$ cat config.mk
export PLATFORM = sky130hd
export DESIGN_NAME = okc_cell
export DESIGN_NICKNAME = d
export VERILOG_FILES = /design/src/rtl/ordered_key_set_core_macros.svh /design/src/rtl/okc_pkg.sv /design/src/rtl/okc_cell.sv
export SDC_FILE = /design/constraint.sdc
export NUM_CORES = 1
export LEC_CHECK = 0
export BUFFER_PORTS_ARGS = -buffer_cell sky130_fd_sc_hd__buf_4
export CAP_MARGIN = 20
export CORE_ASPECT_RATIO = 1.25
export CORE_MARGIN = 2
export CORE_UTILIZATION = 41
export DETAILED_ROUTE_END_ITERATION = 10
export PLACE_DENSITY = 0.78
export SLEW_MARGIN = 0
export SYNTH_ARGS = -nofsm -noshare
export SYNTH_HDL_FRONTEND = slang
export SYNTH_SLANG_ARGS = --single-unit
$ cat constraint.sdc
create_clock -name clk -period 2.4 [get_ports clk]
set_input_delay 0.24 -clock clk [delete_from_list [all_inputs] [get_ports clk]]
set_output_delay 0.24 -clock clk [all_outputs]
set_load 0.05 [all_outputs]
$ cat src/rtl/ordered_key_set_core_macros.svh
// Assertion macros shared by the ordered key set RTL.
`ifndef ORDERED_KEY_SET_CORE_MACROS_SVH
`define ORDERED_KEY_SET_CORE_MACROS_SVH

`ifndef ASSERT_OFF
// Check a property on every clock edge outside reset.
`define OKC_ASSERT(label, prop) \
  label: assert property (@(posedge clk) disable iff (rst) (prop)) \
    else $error("ordered key set assertion failed");
// Check that a condition implies another in the following cycle.
`define OKC_ASSERT_NEXT(label, ante, cons) \
  label: assert property (@(posedge clk) disable iff (rst) (ante) |=> (cons)) \
    else $error("ordered key set assertion failed");
`else
`define OKC_ASSERT(label, prop)
`define OKC_ASSERT_NEXT(label, ante, cons)
`endif

`endif

$ cat src/rtl/okc_pkg.sv
// Shared constants, codes and types of the ordered key set.
package okc_pkg;

  localparam int CAPACITY = 64;
  localparam int KEY_W    = 32;
  localparam int CNT_W    = $clog2(CAPACITY + 1);
  localparam int FUNC_W   = 3;
  localparam int STAT_W   = 2;

  // Request codes
  localparam logic [FUNC_W-1:0] FN_INSERT = 3'd0;
  localparam logic [FUNC_W-1:0] FN_DELETE = 3'd1;
  localparam logic [FUNC_W-1:0] FN_EXISTS = 3'd2;
  localparam logic [FUNC_W-1:0] FN_NEXT   = 3'd3;
  localparam logic [FUNC_W-1:0] FN_PREV   = 3'd4;

  // Result status codes
  localparam logic [STAT_W-1:0] ST_OK   = 2'd0;
  localparam logic [STAT_W-1:0] ST_NONE = 2'd1;
  localparam logic [STAT_W-1:0] ST_FULL = 2'd2;

  // Control broadcast from the sequencer to every cell
  typedef struct packed {
    logic ins_shift;
    logic del_shift;
    logic sel_next;
    logic sel_prev;
  } cell_ctrl_t;

endpackage

$ cat src/rtl/okc_cell.sv
// One slot of the sorted key chain: holds a key, compares it and shifts it.
module okc_cell
  import okc_pkg::*;
(
  input  logic                    clk,
  input  logic                    rst,
  input  logic                    probe_en,
  input  logic signed [KEY_W-1:0] probe,
  input  logic                    occ,
  input  cell_ctrl_t              ctrl,
  input  logic signed [KEY_W-1:0] q,
  input  logic signed [KEY_W-1:0] left_key,
  input  logic signed [KEY_W-1:0] right_key,
  input  logic                    left_lt,
  input  logic                    left_gt,
  input  logic                    right_lt,
  output logic                    lt,
  output logic                    gt,
  output logic                    eq,
  output logic signed [KEY_W-1:0] key,
  output logic                    hit,
  output logic [KEY_W-1:0]        hit_value
);

  // Latch the comparison against the incoming request key
  always_ff @(posedge clk) begin
    if (rst) begin
      lt <= 1'b0;
      gt <= 1'b0;
      eq <= 1'b0;
    end else if (probe_en) begin
      lt <= occ && (key < probe);
      gt <= occ && (key > probe);
      eq <= occ && (key == probe);
    end
  end

  // Open a gap for an insert, or close one for a delete
  always_ff @(posedge clk) begin
    if (ctrl.ins_shift && !lt) begin
      key <= left_lt ? q : left_key;
    end else if (ctrl.del_shift && !lt) begin
      key <= right_key;
    end
  end

  // Flag the boundary cell: first greater for next, last smaller for prev
  assign hit = (ctrl.sel_next && gt && !left_gt) || (ctrl.sel_prev && lt && !right_lt);
  assign hit_value = hit ? key : '0;

endmodule

==> impl_metrics.toml, run 1 <==
[outcome]
status = "complete, no violations"

[setup_path]
startpoint_type = "register"
path_buf_inv = 0
slowest_delay_ns = 0.46
crit_path_end_kind = "register"
critPathTopFamily = "compound AO/OA/AOI/OAI gates"
path_class = "reg2reg"
crit_chain = "ha_4 > nand4_1 > nor4b_4 > a21bo_2 > o211ai_1 > a211oi_2 > mux2i_1 > o41ai_2"
worstPathRequired_ns = 2.60
slowest_stage = "edfxtp_1"
crit_arrival_ns = 2.45
crit_fanout = 3

[pwr]
irDropWorstVdd_uv = 288
finalPower_mw = 2.29
leakage_nw = 2.41
power_density_nw_per_um2 = 498

[cells_and_area]
finalNetCount = 684
drive_above_1_share_pct = 45.3
diodes = 0
area_delta_synth_final_pct = 64.6
layout.cells.non_filler = 601

[timing]
slew_violations = 0
fin_skew_ns = 0.00440
rsz0062_at_grt = "yes"
relSlewSlack_pct = 62.3
setup_ws_ns = 0.142
setup_violations = 0
finalSetupTns_ns = 0
post-route-period-util_pct = 94.1
tightest_slew_ns = 0.565
hold_violations = 0
fmax_mhz = 443
fin_crit_ns = 2.26

[clocking]
holdBufCountCts = 0
clock_path_buffers = 2
ctsHtreeMaxLevel = 2
path_clk_slew_ns = 0.08
cts_root_buf = "clkbuf_8"
cts_made_buffers = 5
clock_sinks = 35
cts_tree = "built"
clkLatencyLatePin_ns = 0.29

[place]
routabilityCongestion = 0.850
post-place-ws_ns = 0.167
port_buffers = 206
placedCellCount = 588
post-dp-hpwl_mm = 7.56

[global_route]
grt_pass1_vias = 2893
grt_pass1_wl_mm = 13.6
antenna_found_initial = 0
grt_max_degree = 34
overflow = 0
gr-usage-all-layers_pct = 23.3

[synthesis]
ys_seq_area_share_pct = 36.6
ys_warn_count = 0
ys.flop_type = "edfxtp_1"
syn_nets = 476
syn_avg_cell_area_sq_um = 9.15
synth.cell_area_sq_um = 2790
netlist_instances = 305
synth_edf_count = 32
synthArstFlopShare_pct = 0
yosysUniqueCellTypes = 32
ys_ff_latch = 35

[routing]
ant_nets = 0
first_pass_iters = 4
vias_per_cell = 4.95
wirelength_mm = 9.30
route.vias.total = 2976
wl_per_cell_um = 15.5
drc = 0
drt_iter0_markers = 70

[job]
drv_cap = 0

[hold_path]
min_path_type = "in2reg"

[floorplan]
io-pin-count = 207
dieArea_sq_um = 7490
rows = 33
core_area_sq_um = 6570
start_util_pct = 42.5
die_h_um = 96.2
die_w_um = 77.8
==> metrics by stage <==
stage | utilization [%] | cell area, sq um | hold slack (ns)
final | 69.9 | 4590 | 0.141
after global routing | 69.9 | 4590 | 0.141
after CTS | 68.9 | 4520 | 0.134
after detailed placement | 67.6 | 4440 | 0.444
after global placement | 67.6 | 4440 | 0.434
after floorplan | - | 2790 | 0.309
==> path summary, 6_finish.rpt <==
kind	cells after the start	slack [ns]	end	startpoint
worst max-delay path	8	0.14	gt	key[14]
worst min register to register	2	0.48	eq	eq
worst max register to register	8	0.14	gt	key[14]
worst min-delay path	2	0.14	eq	rst
==> cells in the mapped netlist, types with 4 or more instances <==
library cell   n  area share (%)
inv_1         32             4.3
nand2_1       43             5.8
edfxtp_1      32              34
o21ai_0       35             6.3
ha_1          32              14
a21oi_1       14             2.5
clkbuf_1      12             1.6
and2_1        32             7.2
nand4_1        5             1.1
mux2i_1       33              12
nor2_1         5            0.67
nand3_1        4            0.72
==> cell type report <==
type / instances / area, sq um
inverter: 32 / 120
timing repair buffer: 215 / 1610
multi-input combinational: 224 / 1640
fill: 526 / 1970
clock inverter: 2 / 12.5
sequential: 35 / 1020
clock buffer: 6 / 72.6
tap: 87 / 109
==> cells in the final DEF, fill, tap and decap left out, types with 3 or more instances in the layout <==
cell | netlist | layout
clkbuf_8 | 0 | 5
and2_1 | 32 | 32
buf_4 | 0 | 215
dfxtp_1 | 3 | 3
o21ai_0 | 35 | 35
edfxtp_1 | 32 | 32
nand2_1 | 43 | 43
ha_1 | 32 | 30
nand4_1 | 5 | 5
a21oi_1 | 14 | 14
nand3_1 | 4 | 4
mux2i_1 | 33 | 33
nor2_1 | 5 | 4
inv_1 | 32 | 32
==> power by group <==
group	switching, mW	internal (mW)
clock network	0.221	0.203
registers	0.0704	0.767
logic	0.609	0.419
==> cell families after synthesis <==
group                      Yosys count  share of synthesized area, %
AOI/OAI and AO/OA                   60                          12.5
muxes                               33                          11.8
DFF                                 35                          36.6
and+or+nand+nor                     99                          18.5
adders and majority gates           32                          14.3
buffers and inverters               46                          6.23
==> metal layers <==
metal	part of all wire [%]	global-route usage, %	wire, um
met5	0	0	0
met4	3.3	11.2	306
met3	6.3	4.78	582
met2	53	43.2	4950
met1	37	25.4	3460
==> state kept, by name, indices dropped and copies added, names as in the netlist <==
signal and count:
key 32, gt 1, lt 1, eq 1
==> what timing repair did <==
item,4_1_cts,5_1_grt
endpoints found under the setup margin,0,2
setup buffers,0,5
resized for setup,0,3
(Power assumes the default switching activity.)
==> inputs of run 2 (changes only) <==
- ABC_AREA: unset -> 1
- CORE_UTILIZATION: 41 -> 42
- PLACE_DENSITY: 0.78 -> 0.79
==> impl_metrics.toml, run 2 <==
[global_route]
overflow = 0
antenna_found_initial = 0
grt_pass1_wl_mm = 14.2
grt_max_degree = 65
gr-usage-all-layers_pct = 23.4
grt_pass1_vias = 3252

[timing]
fmax_mhz = 527
fin_crit_ns = 1.90
post-route-period-util_pct = 79.0
hold_violations = 0
fin_skew_ns = 0.00949
rsz0062_at_grt = "no"
tightest_slew_ns = 0.600
slew_violations = 0
setup_violations = 0
setup_ws_ns = 0.504
relSlewSlack_pct = 60.0
finalSetupTns_ns = 0

[setup_path]
crit_arrival_ns = 1.66
crit_path_end_kind = "output pin"
worstPathRequired_ns = 2.16
crit_fanout = 19
startpoint_type = "register"
path_class = "reg2out"

[pwr]
pwr-share-seq_pct = 36.8
irDropWorstVdd_uv = 267
intPower_mw = 1.36
power_density_nw_per_um2 = 486
switching_power_uw = 890
finalPower_mw = 2.25
share_comb_of_total_power_pct = 45.7
clkPwrFrac_pct = 17.5
leakage_nw = 2.59
p_sw_share_pct = 39.6

[clocking]
holdBufCountCts = 0
cts_resized = 0
cts_made_buffers = 5
cts_tree = "built"
cts_root_buf = "clkbuf_8"
clock_path_buffers = 2
ctsHtreeMaxLevel = 2
clock_sinks = 35
path_clk_slew_ns = 0.06
clkLatencyLatePin_ns = 0.28
cts_setup_buffers = 0

[hold_path]
min_path_type = "in2reg"

[cells_and_area]
layout.cells.non_filler = 700
regMostFlops = "key"
drive_above_1_share_pct = 37.7
finalNetCount = 784
final_cell_mix = "210 x buf_4, 108 x nand2_1, 76 x nor2_1, 74 x inv_1"
largest_reg_flops = 32
utilization_pct = 70.0
diodes = 0
area_delta_synth_final_pct = 60.0
mostFrequentLayoutCell = "buf_4"

[routing]
drc = 0
vias_per_cell = 4.76
first_pass_iters = 5
route.vias.total = 3330
ant_nets = 0
drt_iter0_markers = 109
wirelength_mm = 9.15
wl_per_cell_um = 13.1

[place]
post-place-ws_ns = 0.519
port_buffers = 206
post-dp-hpwl_mm = 7.43
routabilityCongestion = 0.814
placedCellCount = 692

[synthesis]
yosys-top-cells-area = "edfxtp_1 33%, nand2_1 14%, ha_1 14%"
synthSimpleGateAreaFrac_pct = 28.0
synth.area.mux_share_pct = 0
ys_seq_area_share_pct = 35.3
ys.flop_type = "edfxtp_1"
ys_top_cells_by_count = "108 x nand2_1, 77 x nor2_1, 74 x inv_1"
syn_nets = 582
synth_top_area_share_pct = 33.3
ys_ff_latch = 35
synth.cell_area_sq_um = 2890
synth_edf_count = 32
syn_avg_cell_area_sq_um = 7.03
synth_adder_area_share_pct = 13.9
synthArstFlopShare_pct = 0
synth_xor_area_share_pct = 0
yosys.area.top_type = "edfxtp_1"
synth-compound-area-share_pct = 10.4
ys_warn_count = 0
yosysUniqueCellTypes = 24
yosysMostFrequentCell = "nand2_1"
netlist_instances = 411
synth_top_family_by_area = "simple AND/OR/NAND/NOR gates"

[floorplan]
core_area_sq_um = 6610
start_util_pct = 43.7
die_h_um = 96.7
rows = 33
dieArea_sq_um = 7560
io-pin-count = 207
die_w_um = 78.2

[outcome]
status = "complete, no violations"

[job]
drv_cap = 0
-- run 2: cell count changes after synthesis, sizes merged, moves of 3 or more --
cell    before  now
a31oi        0   32
and2        32    0
buf          2    7
clkbuf      12    9
inv         32   76
mux2i       33    0
nand2       43  110
nand2b       3    0
nand4        5    2
nor2         5   82
o21ai       35    2
-- run 2: power groups by stage --
stage               logic, mW  registers (mW)  clock network (mW)
finish                   1.03           0.828               0.393
global route             1.12           0.837               0.424
CTS                      1.03           0.828               0.403
detailed placement       1.03           0.841                   0
global placement         1.00           0.839                   0
floorplan               0.393            1.07                   0
-- run 2: cell type report --
| class | instances | area [sq um] |
|---|---|---|
| tap | 87 | 109 |
| sequential | 35 | 1020 |
| clock inverter | 2 | 8.76 |
| inverter | 77 | 289 |
| multi-input combinational | 283 | 1520 |
| timing repair buffer | 211 | 1600 |
| fill | 562 | 1980 |
| clock buffer | 5 | 68.8 |
-- run 2: metal layers --
layer | wire [um] | part of all wire (%) | up-vias | track usage [%]
met4 | 188 | 2.1 | 0 | 7.56
met3 | 546 | 6.0 | 12 | 4.10
li1 | - | - | 1702 | -
met5 | 0 | 0 | - | 0
met1 | 3410 | 37 | 1493 | 25.0
met2 | 5010 | 55 | 123 | 45.2
-- run 2: path summary, 6_finish.rpt --
path | from | endpoint | slack [ns] | cells past startpoint
worst min-delay path | rst | lt | 0.13 | 2
worst min register to register | eq | eq | 0.47 | 2
worst max-delay path | gt | hit_value[14] | 0.50 | 6
worst max register to register | key[15] | gt | 0.65 | 8
-- run 2: logic make-up after synthesis --
family / Yosys count
buf+inv: 93
compound gates: 50
fa+ha+maj: 32
flops: 35
simple gates: 201
-- run 2: stage by stage --
stage | hold WS, ns | area, sq um
floorplan | 0.302 | 2890
global placement | 0.416 | 4520
detailed placement | 0.417 | 4520
CTS | 0.121 | 4600
global route | 0.130 | 4620
finish | 0.129 | 4620
-- run 2: worst max-delay path: stages (launching register included) --
cell and delay [ns]:
dfxtp_1 0.33, nand3b_1 0.08, nand2_1 0.07, inv_1 0.42
buf_16 0.22, nor2_1 0.06, buf_4 0.18
